==> config.mk <==
export PLATFORM = sky130hd
export DESIGN_NAME = nibble_handshake_byte_link
export DESIGN_NICKNAME = d
export VERILOG_FILES = /design/src/hw/rtl/nhbl_pkg.sv /design/src/hw/rtl/nibble_handshake_byte_link.sv /design/src/hw/rtl/nhbl_core.sv
export SDC_FILE = /design/constraint.sdc
export NUM_CORES = 1
export LEC_CHECK = 0
export ABC_AREA = 1
export BUFFER_PORTS_ARGS = -buffer_cell sky130_fd_sc_hd__buf_4
export CORE_AREA = 2 2 110 112
export CTS_CLUSTER_SIZE = 14
export DETAILED_ROUTE_END_ITERATION = 12
export DIE_AREA = 0 0 112 114
export PLACE_DENSITY = 0.83
export SLEW_MARGIN = 20
export SYNTH_ARGS = -nofsm -noshare
export SYNTH_HDL_FRONTEND = slang
export SYNTH_SLANG_ARGS = --single-unit
export TNS_END_PERCENT = 30
==> constraint.sdc <==
create_clock -name i_clk -period 3.4 [get_ports i_clk]
set_input_delay 1.02 -clock i_clk [delete_from_list [all_inputs] [get_ports i_clk]]
set_output_delay 1.02 -clock i_clk [all_outputs]
set_load 0.05 [all_outputs]
==> src/hw/rtl/nhbl_pkg.sv <==
`timescale 1ns / 1ps

package nhbl_pkg;

    // Widths of the configuration registers and of the payload fields.
    localparam int unsigned POLL_W  = 16;
    localparam int unsigned TRIES_W = 5;
    localparam int unsigned CFG_W   = 16;
    localparam int unsigned OP_W    = 2;
    localparam int unsigned BYTE_W  = 8;
    localparam int unsigned LINE_W  = 2;
    localparam int unsigned PORT_W  = 4;

    // Configuration register indexes.
    localparam logic CFG_POLL_LIMIT    = 1'b0;
    localparam logic CFG_REQUEST_TRIES = 1'b1;

    // Reset values of the configuration registers.
    localparam logic [POLL_W-1:0]  POLL_LIMIT_RST    = 16'd20000;
    localparam logic [TRIES_W-1:0] REQUEST_TRIES_RST = 5'd20;

    // Operation codes carried by each input word.
    localparam logic [OP_W-1:0] OP_TICK = 2'd0;
    localparam logic [OP_W-1:0] OP_SEND = 2'd1;
    localparam logic [OP_W-1:0] OP_RECV = 2'd2;

    // One result word.
    typedef struct packed {
        logic [PORT_W-1:0] port_out;
        logic              busy_res;
        logic              done_res;
        logic              timeout_error;
        logic [BYTE_W-1:0] rx_byte;
    } t_result;

endpackage

==> src/hw/rtl/nibble_handshake_byte_link.sv <==
`timescale 1ns / 1ps

// Handshaked byte link toward a partner over four data lines out and two
// status lines in. Every input word is one tick: it carries a request
// (tick only, send a byte, receive a byte) and the partner lines sampled
// for that tick, and it produces exactly one result word with the value
// to drive on the data lines plus busy, done, timeout and received-byte
// status. Requests arriving while a transfer runs are ignored. The block
// takes one word per clock unless stalled: the sequencer state advances
// on the accepting edge and the result word is captured in the output
// register on that same edge, so it is offered in the next cycle, and a
// new word is accepted in the same cycle that the previous result is
// taken. Input stall is raised only while a result sits in the output
// register and the consumer stalls it. The user must write the poll
// limit and the number of receive-request tries through the configuration
// port only while the link is idle; the block does not enforce it. A wait
// phase that sees no matching line state within the poll limit times out.
module nibble_handshake_byte_link (
    input  logic                            i_clk,
    input  logic                            i_rst_n,
    // Configuration port.
    input  logic                            i_cfg_wr_en,
    input  logic                            i_cfg_index,
    input  logic [nhbl_pkg::CFG_W-1:0]      i_cfg_data,
    // Input words.
    input  logic                            i_valid,
    output logic                            o_stall,
    input  logic [nhbl_pkg::OP_W-1:0]       i_op,
    input  logic [nhbl_pkg::BYTE_W-1:0]     i_tx_byte,
    input  logic [nhbl_pkg::LINE_W-1:0]     i_line_state,
    // Result words.
    output logic                            o_valid,
    input  logic                            i_stall,
    output logic [nhbl_pkg::PORT_W-1:0]     o_port_out,
    output logic                            o_busy_res,
    output logic                            o_done_res,
    output logic                            o_timeout_error,
    output logic [nhbl_pkg::BYTE_W-1:0]     o_rx_byte
);
    import nhbl_pkg::*;

    logic [POLL_W-1:0]  r_poll_limit;
    logic [TRIES_W-1:0] r_request_tries;
    logic               r_out_valid;
    t_result            r_res;
    t_result            core_res;
    logic               accept;

    // Configuration registers.
    always_ff @(posedge i_clk) begin
        if (!i_rst_n) begin
            r_poll_limit    <= POLL_LIMIT_RST;
            r_request_tries <= REQUEST_TRIES_RST;
        end else if (i_cfg_wr_en) begin
            case (i_cfg_index)
                CFG_POLL_LIMIT:    r_poll_limit    <= i_cfg_data[POLL_W-1:0];
                CFG_REQUEST_TRIES: r_request_tries <= i_cfg_data[TRIES_W-1:0];
                default:           r_poll_limit    <= r_poll_limit;
            endcase
        end
    end

    // The output register frees up in the same cycle its word is taken.
    assign o_stall = r_out_valid && i_stall;
    assign accept  = i_valid && !o_stall;

    nhbl_core u_core (
        .i_clk           (i_clk),
        .i_rst_n         (i_rst_n),
        .i_adv           (accept),
        .i_op            (i_op),
        .i_tx_byte       (i_tx_byte),
        .i_line_state    (i_line_state),
        .i_poll_limit    (r_poll_limit),
        .i_request_tries (r_request_tries),
        .o_res           (core_res)
    );

    always_ff @(posedge i_clk) begin
        if (!i_rst_n) begin
            r_out_valid <= 1'b0;
        end else if (accept) begin
            r_out_valid <= 1'b1;
        end else if (!i_stall) begin
            r_out_valid <= 1'b0;
        end
    end

    always_ff @(posedge i_clk) begin
        if (accept) begin
            r_res <= core_res;
        end
    end

    assign o_valid         = r_out_valid;
    assign o_port_out      = r_res.port_out;
    assign o_busy_res      = r_res.busy_res;
    assign o_done_res      = r_res.done_res;
    assign o_timeout_error = r_res.timeout_error;
    assign o_rx_byte       = r_res.rx_byte;

    // A finishing word never also reports busy.
    a_done_not_busy: assert property (@(posedge i_clk) disable iff (!i_rst_n)
        r_out_valid |-> !(r_res.done_res && r_res.busy_res))
        else $error("done and busy reported together");

    // A timeout is only flagged on the word that ends a transfer.
    a_err_with_done: assert property (@(posedge i_clk) disable iff (!i_rst_n)
        (r_out_valid && r_res.timeout_error) |-> r_res.done_res)
        else $error("timeout without done");

    // A received byte shows only on a successful finish.
    a_rx_on_done: assert property (@(posedge i_clk) disable iff (!i_rst_n)
        (r_out_valid && (r_res.rx_byte != '0)) |->
            (r_res.done_res && !r_res.timeout_error))
        else $error("received byte outside a successful finish");

    // A word of a running transfer carries no finishing status.
    a_busy_quiet: assert property (@(posedge i_clk) disable iff (!i_rst_n)
        (accept && core_res.busy_res) |->
            (!core_res.done_res && !core_res.timeout_error && (core_res.rx_byte == '0)))
        else $error("finishing status reported while busy");

endmodule

==> src/hw/rtl/nhbl_core.sv <==
`timescale 1ns / 1ps

module nhbl_core (
    input  logic                            i_clk,
    input  logic                            i_rst_n,
    input  logic                            i_adv,
    input  logic [nhbl_pkg::OP_W-1:0]       i_op,
    input  logic [nhbl_pkg::BYTE_W-1:0]     i_tx_byte,
    input  logic [nhbl_pkg::LINE_W-1:0]     i_line_state,
    input  logic [nhbl_pkg::POLL_W-1:0]     i_poll_limit,
    input  logic [nhbl_pkg::TRIES_W-1:0]    i_request_tries,
    output nhbl_pkg::t_result               o_res
);
    import nhbl_pkg::*;

    // One state per output step of the link protocol.
    typedef enum logic [12:0] {
        ST_IDLE      = 13'b0_0000_0000_0001,
        ST_TX_REQ    = 13'b0_0000_0000_0010,
        ST_TX_LO     = 13'b0_0000_0000_0100,
        ST_TX_MID    = 13'b0_0000_0000_1000,
        ST_TX_HI     = 13'b0_0000_0001_0000,
        ST_RX_REQ_A  = 13'b0_0000_0010_0000,
        ST_RX_REQ_B  = 13'b0_0000_0100_0000,
        ST_RX_BIT    = 13'b0_0000_1000_0000,
        ST_RX_ACK0   = 13'b0_0001_0000_0000,
        ST_RX_ACK1_A = 13'b0_0010_0000_0000,
        ST_RX_ACK1_B = 13'b0_0100_0000_0000,
        ST_RX_ACK1_C = 13'b0_1000_0000_0000,
        ST_RX_END    = 13'b1_0000_0000_0000
    } t_step;

    localparam logic [PORT_W-1:0] PV_TX_REQ   = 4'h9;
    localparam logic [PORT_W-1:0] PV_RX_REQ_A = 4'hB;
    localparam logic [PORT_W-1:0] PV_RX_REQ_B = 4'hF;
    localparam logic [PORT_W-1:0] PV_RX_BIT   = 4'hC;
    localparam logic [PORT_W-1:0] PV_ACK0     = 4'hD;
    localparam logic [PORT_W-1:0] PV_ACK1_A   = 4'hE;
    localparam logic [PORT_W-1:0] PV_ACK1_B   = 4'hA;
    localparam logic [PORT_W-1:0] PV_ACK1_C   = 4'h8;

    localparam logic [LINE_W-1:0] LS_ZERO = 2'd0;
    localparam logic [LINE_W-1:0] LS_CLR  = 2'd2;
    localparam logic [LINE_W-1:0] LS_BOTH = 2'd3;

    t_step                r_step,       n_step;
    logic                 r_wait,       n_wait;
    logic [PORT_W-1:0]    r_port_latch, n_port_latch;
    logic [POLL_W-1:0]    r_poll,       n_poll;
    logic [TRIES_W-1:0]   r_try,        n_try;
    logic [2:0]           r_bit,        n_bit;
    logic [BYTE_W-1:0]    r_shift,      n_shift;
    logic [BYTE_W-1:0]    r_tx,         n_tx;
    t_result              res;

    always_comb begin
        t_step             step;
        logic [PORT_W-1:0] value;
        logic [LINE_W-1:0] target;
        logic              hit;
        logic              poll_out;
        logic [TRIES_W-1:0] try_inc;

        n_step       = r_step;
        n_wait       = r_wait;
        n_port_latch = r_port_latch;
        n_poll       = r_poll;
        n_try        = r_try;
        n_bit        = r_bit;
        n_shift      = r_shift;
        n_tx         = r_tx;
        res.port_out      = r_port_latch;
        res.busy_res      = 1'b1;
        res.done_res      = 1'b0;
        res.timeout_error = 1'b0;
        res.rx_byte       = '0;
        value    = PV_RX_BIT;
        target   = LS_ZERO;
        hit      = 1'b0;
        try_inc  = r_try + 1'b1;
        poll_out = ({1'b0, r_poll} + 17'd1) >= {1'b0, i_poll_limit};

        // A request is taken only while idle; it starts on its emit tick.
        step = r_step;
        if (r_step == ST_IDLE) begin
            n_wait = 1'b0;
            if (i_op == OP_SEND) begin
                n_tx = i_tx_byte;
                step = ST_TX_REQ;
            end else if (i_op == OP_RECV) begin
                n_try   = '0;
                n_bit   = '0;
                n_shift = '0;
                step    = ST_RX_REQ_A;
            end
        end

        // Value driven by each step and line state it waits for.
        unique case (step)
            ST_TX_REQ:    begin value = PV_TX_REQ;                   target = LS_CLR;  end
            ST_TX_LO:     begin value = {1'b0, n_tx[2:0]};           target = LS_BOTH; end
            ST_TX_MID:    begin value = {1'b1, n_tx[5:3]};           target = LS_CLR;  end
            ST_TX_HI:     begin value = {2'b00, n_tx[7:6]};          target = LS_BOTH; end
            ST_RX_REQ_A:  begin value = PV_RX_REQ_A;                 target = LS_CLR;  end
            ST_RX_REQ_B:  begin value = PV_RX_REQ_B;                 target = LS_BOTH; end
            ST_RX_BIT:    begin value = PV_RX_BIT;                   target = LS_ZERO; end
            ST_RX_ACK0:   begin value = PV_ACK0;                     target = LS_BOTH; end
            ST_RX_ACK1_A: begin value = PV_ACK1_A;                   target = LS_CLR;  end
            ST_RX_ACK1_B: begin value = PV_ACK1_B;                   target = LS_ZERO; end
            ST_RX_ACK1_C: begin value = PV_ACK1_C;                   target = LS_BOTH; end
            ST_RX_END:    begin value = PV_RX_BIT;                   target = LS_ZERO; end
            default:      begin value = r_port_latch;                target = LS_ZERO; end
        endcase

        if (step == ST_IDLE) begin
            res.busy_res = 1'b0;
            n_step       = ST_IDLE;
        end else if (!r_wait || r_step == ST_IDLE) begin
            // Emit tick: new low bits go out under the old bit 3.
            res.port_out = {r_port_latch[3], value[2:0]};
            n_port_latch = value;
            n_poll       = '0;
            if (step == ST_RX_END) begin
                res.done_res = 1'b1;
                res.busy_res = 1'b0;
                res.rx_byte  = n_shift;
                n_step       = ST_IDLE;
                n_wait       = 1'b0;
            end else begin
                n_step = step;
                n_wait = 1'b1;
            end
        end else begin
            // Wait tick: drive the full value and sample the partner lines.
            hit = (step == ST_RX_BIT) ? (i_line_state != LS_BOTH)
                                      : (i_line_state == target);
            if (hit) begin
                n_wait = 1'b0;
                unique case (step)
                    ST_TX_REQ:    n_step = ST_TX_LO;
                    ST_TX_LO:     n_step = ST_TX_MID;
                    ST_TX_MID:    n_step = ST_TX_HI;
                    ST_TX_HI: begin
                        res.done_res = 1'b1;
                        res.busy_res = 1'b0;
                        n_step       = ST_IDLE;
                    end
                    ST_RX_REQ_A:  n_step = ST_RX_REQ_B;
                    ST_RX_REQ_B:  n_step = ST_RX_BIT;
                    ST_RX_BIT:    n_step = (i_line_state == LS_CLR) ? ST_RX_ACK0 : ST_RX_ACK1_A;
                    ST_RX_ACK0: begin
                        n_shift = {1'b0, r_shift[7:1]};
                        n_bit   = r_bit + 1'b1;
                        n_step  = (r_bit == 3'd7) ? ST_RX_END : ST_RX_BIT;
                    end
                    ST_RX_ACK1_A: n_step = ST_RX_ACK1_B;
                    ST_RX_ACK1_B: n_step = ST_RX_ACK1_C;
                    ST_RX_ACK1_C: begin
                        n_shift = {1'b1, r_shift[7:1]};
                        n_bit   = r_bit + 1'b1;
                        n_step  = (r_bit == 3'd7) ? ST_RX_END : ST_RX_BIT;
                    end
                    default:      n_step = ST_IDLE;
                endcase
            end else if (poll_out) begin
                if (step == ST_RX_REQ_A || step == ST_RX_REQ_B) begin
                    n_try = try_inc;
                    if (try_inc >= i_request_tries || try_inc == '0) begin
                        res.done_res      = 1'b1;
                        res.timeout_error = 1'b1;
                        res.busy_res      = 1'b0;
                        n_step            = ST_IDLE;
                        n_wait            = 1'b0;
                    end else begin
                        n_step = ST_RX_REQ_A;
                        n_wait = 1'b0;
                    end
                end else begin
                    res.done_res      = 1'b1;
                    res.timeout_error = 1'b1;
                    res.busy_res      = 1'b0;
                    n_step            = ST_IDLE;
                    n_wait            = 1'b0;
                end
            end else begin
                n_poll = r_poll + 1'b1;
            end
        end
    end

    always_ff @(posedge i_clk) begin
        if (!i_rst_n) begin
            r_step       <= ST_IDLE;
            r_wait       <= 1'b0;
            r_port_latch <= '0;
            r_poll       <= '0;
            r_try        <= '0;
            r_bit        <= '0;
            r_shift      <= '0;
            r_tx         <= '0;
        end else if (i_adv) begin
            r_step       <= n_step;
            r_wait       <= n_wait;
            r_port_latch <= n_port_latch;
            r_poll       <= n_poll;
            r_try        <= n_try;
            r_bit        <= n_bit;
            r_shift      <= n_shift;
            r_tx         <= n_tx;
        end
    end

    assign o_res = res;

endmodule

# == Yosys cells after proc, flatten, opt, wreduce, memory -nomap -nowiden ==
# Index checks and enable logic that the tools add are counted.
# W data, S select, Z words.
# classes
n_reduce_logical,22
n_mux,60
addsub,4
magnitude_cmp,2
div,0
n_eq_ne,23
shifts,0
mul,0
n_bitwise,5
# ops
op,count
$mux W13,9
$pmux W13 S9,1
$mux W8,8
$mux W16,3
$pmux W4 S11,1
$mux W5,8
$mux W3,12
$eq A13 B1 Y1 const B,2
$add A16 B1 Y17 const B,1
$ge A17 B16 Y1,1
$add A16 B1 Y16 const B,1
$pmux W8 S2,1
$eq A13 B10 Y1 const B,1
$eq A13 B11 Y1 const B,1
$eq A13 B12 Y1 const B,1
$eq A13 B13 Y1 const B,1
$eq A13 B2 Y1 const B,1
$eq A13 B3 Y1 const B,1
$eq A13 B4 Y1 const B,1
$eq A13 B5 Y1 const B,1
$eq A13 B6 Y1 const B,1
$eq A13 B7 Y1 const B,1
$eq A13 B8 Y1 const B,1
$eq A13 B9 Y1 const B,1
other kinds (28),56
# word_totals
rom_bits,0
elab_cells,133
regBits,95
n_memories,0
latchBits,0
ramBits,0
inputBits,34

# == Logic depth before layout (Yosys ltp) ==
# Gate-level depths: netlist (run 1).
# logic_depth
word_depth,12
depth_mapped,26
mapped_depth_nobuf,26

# == By module ==
# From an unflattened synthesis (run 1), not the netlist that was laid out.
# unflattened
cells_unflattened,900
hier_area_um2,6293.5
# by_module_without_submodules
mod,cells_each,area_per_inst_um2,instances
nhbl_core,761,4909.7,1
nibble_handshake_byte_link,139,1383.8,1

# == Least setup slack after synthesis (run 1) ==
# No wires, ideal clock.
# synth_timing
kind,reg-to-reg
startpoint,register u_core.r_poll[0]
endpoint,register u_core.r_poll[8]
setup_time_ns,0.070
arrival_time_ns,3.344
path_stages_with_launch,27
path_buffers,1
required_ns,3.330
setup_slack_ns,-0.014
path_cell_list,dfxtp_1 ha_1 nand2_1 nor2_1 nand3_1 nor2_1 nand2_1 nor2_1 nand3_1 nor2_1 xor2_1 ha_1 and3_1 nand4_1 nor4_1 a211oi_1 o21ai_0 a21oi_1 inv_1 nor2_1 nand2_1 nand2_1 nand2_1 inv_2 buf_4 nand2_1 a21oi_1
# synth_via
elab_chain_len,4
word_cells_on_any_way,8
# synth_lines
element,line_no,text
from (decl),nhbl_core.sv:49,"logic [POLL_W-1:0] r_poll, n_poll;"
from (signal assigned),nhbl_core.sv:205,r_poll <= n_poll;
$add A16 B1 Y17 or $add A16 B1 Y16 (tied branches),"nhbl_core.sv:81, nhbl_core.sv:186",
$ge A17 B16 Y1 or $mux W16 (tied branches),"nhbl_core.sv:81, nhbl_core.sv:165",
$ne A2 B2 Y1 (no source line) or $mux W16 (tied branches),-,
$reduce_and A4 Y1 (no source line) or $mux W16 (tied branches),-,
# Parallel ways exist; a longest one is shown, timed or not. The select of a mux whose other input is x is not followed.
# A chain may end at the register's enable or synchronous reset.

# == Worst setup path in the final report (run 1) ==
# layout_timing
startpoint,register u_core.r_poll[0]
endpoint,register u_core.r_poll[0]
# Same word-level chain as after synthesis.

==> out/qor.yml, run 1 <==
outcome: "finished with violations"
failed_checks: "setup timing"
end_kind: "flop"
p_leak_nw: 3.49
layout_commonest_cell: "nand2_1"
grt_pass1_vias: 5443
seq_area_frac_synth: 0.360
ys_ff_latch: 95
diodes: 0
h-tree-depth: 3
fin_skew_ns: 0.00729
cp_cell_sequence: "nand3_1 > nor3_2 > nand3_1 > nor2_2 > nand4_1 > nor3b_2 > xor2_1 > ha_1 > and3_4 > nand4_1 > nor4_2 > a211oi_2 > o21ai_2 > a21oi_2 > inv_2 > nor2_1 > nand2_1 > nand2_2 > buf_4 > nand2_4 > o21ai_0 > a21oi_1"
rows: 40
grt.overflow.total: 0
gp_congestion: 1.02
die_width_um: 112
portBuffers: 50
finalHoldViolCount: 0
startpoint_type: "flop"
arrival_ns: 3.90
drv_slew: 0
ioPinCount: 51
dpl_cell_area_sq_mm: 0.00660
fin_crit_ns: 3.65
drtAntennaViolNets: 0
vias: 5950
worstPathRequired_ns: 3.64
cp_num_buf_inv: 2
fin_ws_ns: -0.254
slowest_stage: "dfxtp_4"
syn-num-nets: 895
cp_max_fo: 8
drive_above_1_share: 0.234
fmax_ghz: 0.274
synthSimpleGateAreaFrac: 0.300
routed_via_density: 5.42
finalSetupViolCount: 37
core_area_sq_mm: 0.0117
cts.clk_slew.worst_paths_ns: 0.07
die_y_um: 114
drc: 0
syn_avg_cell_area_sq_um: 6.83
max-vdd-ir-drop_v: 0.000327
path_delay_family: "simple AND/OR/NAND/NOR gates"
place_inst: 1064
clock_path_buffers: 2
slowest_delay_ns: 0.37
grt_pass1_wl_um: 24900
clk_latency_ns: 0.35
syn2layout_area_growth_pct: 28.4
hold_buffers: 0
fin_nets: 1006
min_path_type: "reg2reg"
cts_root_buf: "clkbuf_16"
worst-setup-path-type: "reg2reg"
grt_max_degree: 43
clkSinkCount: 95
fillers: 952
maxCapViolCount: 0
cts-buffers-inserted: 9
dpl.hpwl_um: 10600
syn-cell-area_sq_mm: 0.00571
muxShareOfSynthArea: 0
synth.distinct_cells: 43
finalWirelength_um: 16200
wl_per_cell_um: 14.7
p_per_area_mw_per_mm2: 446
start_util: 0.487
relSlewSlack: 0.480
yosysWarnings: 0
synth_xor_area_frac: 0.0276
dr.pass1.iters: 5
synth_compound_gate_area_share: 0.152
antenna_found_initial: 0
gr-usage-all-layers: 0.240
worstMarginPinSlew_ns: 0.779
rsz0062_at_grt: "yes"
min_period_over_period: 1.07
design_area_sq_mm: 0.00732
synth_top_family_by_area: "simple AND/OR/NAND/NOR gates"
stdcell_count: 1098
drt-initial-drc-count: 512
final_cell_mix: "nand2_1 (184), buf_4 (120), inv_1 (111)"
dieArea_sq_mm: 0.0128
cts_tree: "done"
synthCells: 835
synthAdderAreaFrac: 0.0570
path summary, 6_finish.rpt:
check / from / endpoint / depth (start not counted) / slack (ns)
max reg2reg: u_core.r_poll[0] / u_core.r_poll[0] / 22 / -0.25
min reg2reg: u_core.r_port_latch[3] / o_port_out[3] / 0 / 0.44
max: u_core.r_poll[0] / u_core.r_poll[0] / 22 / -0.25
min: u_core.r_port_latch[3] / o_port_out[3] / 0 / 0.44
metal layers:
layer,GRT usage,routed length [um]
met1,0.304,6780
met2,0.400,7640
met3,0.0526,1150
met4,0.0935,584
met5,0,0
power breakdown:
| part | total, W | internal, W | switching (W) | leakage [nW] |
|---|---|---|---|---|
| combinational | 0.000769 | 0.000268 | 0.000501 | 2.51 |
| clock | 0.00125 | 0.000796 | 0.000454 | 0.177 |
| sequential | 0.00124 | 0.00121 | 0.0000329 | 0.806 |
worst reg2reg max path: stages (launching register included):
cell      delay, ns
dfxtp_4        0.37
nand3_1        0.11
nor3_2         0.18
nand3_1        0.18
nor2_2         0.18
nand4_1        0.15
nor3b_2        0.20
xor2_1         0.22
ha_1           0.30
and3_4         0.20
nand4_1        0.09
nor4_2         0.07
a211oi_2       0.22
o21ai_2        0.10
a21oi_2        0.16
inv_2          0.06
nor2_1         0.09
nand2_1        0.07
nand2_2        0.11
buf_4          0.18
nand2_4        0.09
o21ai_0        0.15
a21oi_1        0.05
Yosys cell counts:
cell	n	area [sq um]
nand2_1	198	743
inv_1	113	424
dfxtp_1	80	1600
nor2_1	79	297
a21oi_1	78	390
o21ai_0	58	290
nand3_1	49	245
ha_1	26	325
clkbuf_1	17	63.8
edfxtp_1	15	450
xor2_1	13	114
nor3_1	12	60.1
nand2_2	11	68.8
nand4_1	10	62.6
inv_2	9	33.8
o211ai_1	9	67.6
nor4_1	6	37.5
nor2_4	5	56.3
xnor2_1	5	43.8
buf_4	4	30.0
nand3_2	4	40.0
a211oi_1	3	22.5
buf_2	3	15.0
clkinv_1	3	11.3
nor2_2	3	18.8
a221oi_1	2	17.5
nand3_4	2	35.0
nor3b_1	2	15.0
o21ai_1	2	10.0
a211o_1	1	8.76
a21boi_0	1	7.51
a21o_1	1	7.51
a22o_1	1	8.76
a31oi_1	1	6.26
and3_1	1	6.26
buf_1	1	3.75
buf_6	1	11.3
nand3b_2	1	11.3
nor4_2	1	12.5
o21a_1	1	7.51
o21ai_2	1	8.76
o22ai_1	1	6.26
o32ai_1	1	8.76
through the flow:
stage / power [W] / worst slack, ns / hold slack [ns] / setup TNS (ns) / utilization
CTS: 0.00323 / 0.0101 / 0.456 / 0 / 0.607
global route: 0.00340 / -0.467 / 0.464 / -13.90 / 0.625
finish: 0.00326 / -0.254 / 0.441 / -5.67 / 0.625
floorplan: 0.00174 / 0.00342 / 0.403 / 0 / -
global placement: 0.00196 / -0.00355 / 0.444 / -0.00355 / 0.563
detailed placement: 0.00198 / -0.0923 / 0.439 / -1.04 / 0.563
sequential cells by signal, indices dropped and copies added, names as in the netlist, 3 cells and up:
signal / cells
o_port_out: 4
u_core.r_bit: 3
u_core.r_shift: 8
u_core.r_try: 5
u_core.r_tx: 8
r_request_tries: 5
u_core.r_port_latch: 4
u_core.r_poll: 16
u_core.r_step: 13
r_poll_limit: 16
o_rx_byte: 8
area by class of cell:
type | count | area (sq um) | share of cell area
multi-input combinational | 590 | 3270 | 0.447
sequential | 95 | 2060 | 0.281
timing repair buffer | 124 | 955 | 0.130
inverter | 125 | 477 | 0.0651
clock buffer | 9 | 225 | 0.0308
tap | 147 | 184 | 0.0251
clock inverter | 7 | 143 | 0.0195
timing repair inverter | 1 | 7.51 | 0.00103
cell families (layout without fill, tap and decap cells):
kind of cell | count (synthesis) | count (layout)
AO/OA/AOI/OAI | 161 | 161
XOR/XNOR | 18 | 18
adder cells (fa/ha/maj) | 26 | 26
buffers and inverters | 151 | 266
flip-flops | 95 | 95
AND/OR/NAND/NOR | 384 | 385
what timing repair did:
action                     in CTS  in global routing
gates cloned                    1                  1
gates resized for setup        13                 47
setup buffers                  11                  5
pin swaps                       2                 21
setup endpoints to repair      33                 38
Power figures use the tool's default switching activity.
==> inputs of run 2 (changes only) <==
--- a/config.mk
+++ b/config.mk
@@ -7,13 +7,14 @@
 export LEC_CHECK = 0
 export ABC_AREA = 1
 export BUFFER_PORTS_ARGS = -buffer_cell sky130_fd_sc_hd__buf_4
-export CORE_AREA = 2 2 110 112
+export CORE_AREA = 2 2 159 161
 export CTS_CLUSTER_SIZE = 14
 export DETAILED_ROUTE_END_ITERATION = 12
-export DIE_AREA = 0 0 112 114
-export PLACE_DENSITY = 0.83
+export DIE_AREA = 0 0 161 163
+export PLACE_DENSITY = 0.54
 export SLEW_MARGIN = 20
 export SYNTH_ARGS = -nofsm -noshare
 export SYNTH_HDL_FRONTEND = slang
+export SYNTH_HIERARCHICAL = 1
 export SYNTH_SLANG_ARGS = --single-unit
 export TNS_END_PERCENT = 30
==> run 2 against run 1 <==
The run still ends with setup timing left. First-iteration DRC count is 6.8% lower. Combinational power is 90% higher. Setup slack better by 0.15 ns. Final cell count is 20% higher. Sequential power is 8% higher. Die area is 110% higher. Count of clock-buffer cells in the layout stayed put.
==> out/qor.yml, run 2 <==
outcome: "finished with violations"
failed_checks: "setup timing"
finalWirelength_um: 17800  # +10%
fin_skew_ns: 0.00802  # +0.000733 ns
synth_top_area_frac: 0.254  # -0.0262
pre_cts_ws_ns: -0.168  # -0.0762 ns
startpoint_type: "flop"
h-tree-depth: 3  # unchanged
rsz0062_at_grt: "yes"
fin_ws_ns: -0.105  # +0.149 ns
synth_top_cell_by_area: "dfxtp_1"
cts_root_buf: "clkbuf_16"
syn-num-nets: 960  # +7.3%
diodes: 0  # unchanged
end_kind: "flop"
clock_path_buffers: 2  # unchanged
wl_per_cell_um: 13.5  # -8.4%
syn2layout_area_growth_pct: 27.4
stdcell_count: 1323  # +20%
worstPathRequired_ns: 3.69  # +0.05 ns
place_inst: 1294  # +22%
die_width_um: 161  # +44%
synth.most_common_cell: "nand2_1"
vias: 6054  # +1.7%
finalSetupViolCount: 32  # -14%
synth_edf_count: 15  # unchanged
async_flop_share: 0  # unchanged
fillers: 2648  # +180%
cp_max_fo: 6  # -2
grt_pass1_wl_um: 28200  # +13%
fin_nets: 1048  # +4.2%
drive_above_1_share: 0.261  # +0.0263
syn-cell-area_sq_mm: 0.00629  # +10%
finalHoldViolCount: 0  # unchanged
dieArea_sq_mm: 0.0262  # +110%
hold_buffers: 0  # unchanged
dpl.hpwl_um: 12700  # +20%
synthFlopType: "dfxtp_1"
cts-buffers-inserted: 9  # unchanged
gp_congestion: 0.943  # -8.0%
drt-initial-drc-count: 477  # -6.8%
grt.overflow.total: 0  # unchanged
min_period_over_period: 1.03  # -0.0437
core_area_sq_mm: 0.0247  # +110%
synth_common_cells: "nand2_1 (195), inv_1 (117), nor2_1 (89), dfxtp_1 (80)"
drc: 0  # unchanged
cts.clk_slew.worst_paths_ns: 0.07  # about the same
cts_tree: "done"
p_leak_nw: 3.68  # +5.2%
start_util: 0.255  # -0.232
syn_avg_cell_area_sq_um: 6.99  # +2.3%
dr.pass1.iters: 5  # unchanged
final.setup.tns_ns: -1.57  # +4.10 ns
yosysWarnings: 6  # +6
synth_area_leaders: "dfxtp_1 (25%), nand2_1 (12%), edfxtp_1 (7.2%)"
clkSinkCount: 95  # unchanged
drtAntennaViolNets: 0  # unchanged
layout_commonest_cell: "nand2_1"
p_total_w: 0.00379  # +16%
synthCells: 900  # +7.8%
maxCapViolCount: 0  # unchanged
grt_max_degree: 35  # -19%
clk_latency_ns: 0.36  # about the same
synth.distinct_cells: 51  # +19%
gr-usage-all-layers: 0.134  # -0.106
rows: 58  # +45%
drv_slew: 0  # unchanged
p_per_area_mw_per_mm2: 473  # +6.2%
ys_ff_latch: 95  # unchanged
antenna_found_initial: 0  # unchanged
portBuffers: 50  # unchanged
arrival_ns: 3.80  # -0.10 ns
min_path_type: "reg2reg"
final_cell_mix: "nand2_1 (185), inv_1 (115), buf_4 (100)"
fin_crit_ns: 3.50  # -0.149 ns
seq_area_frac_synth: 0.326  # -0.0336
worst-setup-path-type: "reg2reg"
relSlewSlack: 0.606  # +0.127
max-vdd-ir-drop_v: 0.000223  # -32%
worstMarginPinSlew_ns: 0.590  # -0.190 ns
routed_via_density: 4.58  # -16%
fmax_ghz: 0.285  # +4.2%
grt_pass1_vias: 5544  # +1.9%
reg_top3: "r_poll_limit x16, u_core/r_poll x16, u_core/r_step x13"
ioPinCount: 51  # unchanged
die_y_um: 163  # +43%
## run 2: final timing paths
path,from,to,slack [ns],cells past startpoint
setup / recovery,u_core/r_poll[1],u_core/r_poll[2],-0.10,25
hold / removal,u_core/r_port_latch[3],o_port_out[3],0.45,0
setup reg to reg,u_core/r_poll[1],u_core/r_poll[2],-0.10,25
hold reg to reg,u_core/r_port_latch[3],o_port_out[3],0.45,0
## run 2: logic make-up after synthesis
group,after synthesis,share of synthesized area
AND/OR/NAND/NOR,457,0.360
buffers and inverters,158,0.108
AO/OA/AOI/OAI,149,0.134
flip-flops,95,0.326
adder cells (fa/ha/maj),26,0.0517
XOR/XNOR,15,0.0209
## run 2: stage by stage
| step | cell area, sq um | hold slack (ns) | util |
|---|---|---|---|
| 3_3_place_gp | 7290 | 0.421 | 0.295 |
| 5_1_grt | 8020 | 0.479 | 0.325 |
| 2_1_floorplan | 6330 | 0.429 | - |
| 4_1_cts | 7620 | 0.453 | 0.309 |
| 6_report | 8020 | 0.447 | 0.325 |
| 3_5_place_dp | 7290 | 0.433 | 0.295 |
## run 2: cell type report
cell class / count / area, sq um / share of cell area
multi-input cells: 649 / 3890 / 0.485
flip-flops and latches: 95 / 2050 / 0.256
repair buffers: 109 / 901 / 0.112
inverters: 124 / 475 / 0.0593
well taps: 330 / 413 / 0.0515
clock buffers: 9 / 225 / 0.0281
clock inverters: 7 / 56.3 / 0.00702
## run 2: where the power goes
group	internal (W)	switching, W
Combinational	0.000538	0.000923
Clock	0.000504	0.000490
Sequential	0.00126	0.0000804
Total	0.00230	0.00149
## run 2: per-layer routing
layer	GRT usage	up-vias	share of wire
li1	-	3129	-
met1	0.180	2767	0.47
met2	0.221	137	0.47
met3	0.0244	21	0.043
met4	0.0353	0	0.014
met5	0	-	0
## run 2: repair_timing
action,CTS,global route
pin swaps,10,45
setup endpoints to repair,35,38
buffers inserted,1,8
gates cloned,0,4
gates resized for setup,12,57
## run 2: worst max-delay path: stages (launching register included)
cell and delay (ns):
dfxtp_2 0.36, ha_4 0.15, nand2_4 0.05, inv_2 0.06, nand2_2 0.04, nor2_2 0.13, nand2_1 0.08, nor2_2 0.13
inv_2 0.06, nor3_4 0.19, nand2_1 0.09, xor2_1 0.14, inv_1 0.11, ha_4 0.22, nand2_2 0.08, nor2_1 0.05
a211oi_2 0.14, a21oi_1 0.08, o21ai_1 0.15, nand3_2 0.14, buf_6 0.15, a211oi_4 0.29, buf_12 0.20, buf_12 0.13
nand4_1 0.10, a21oi_2 0.13
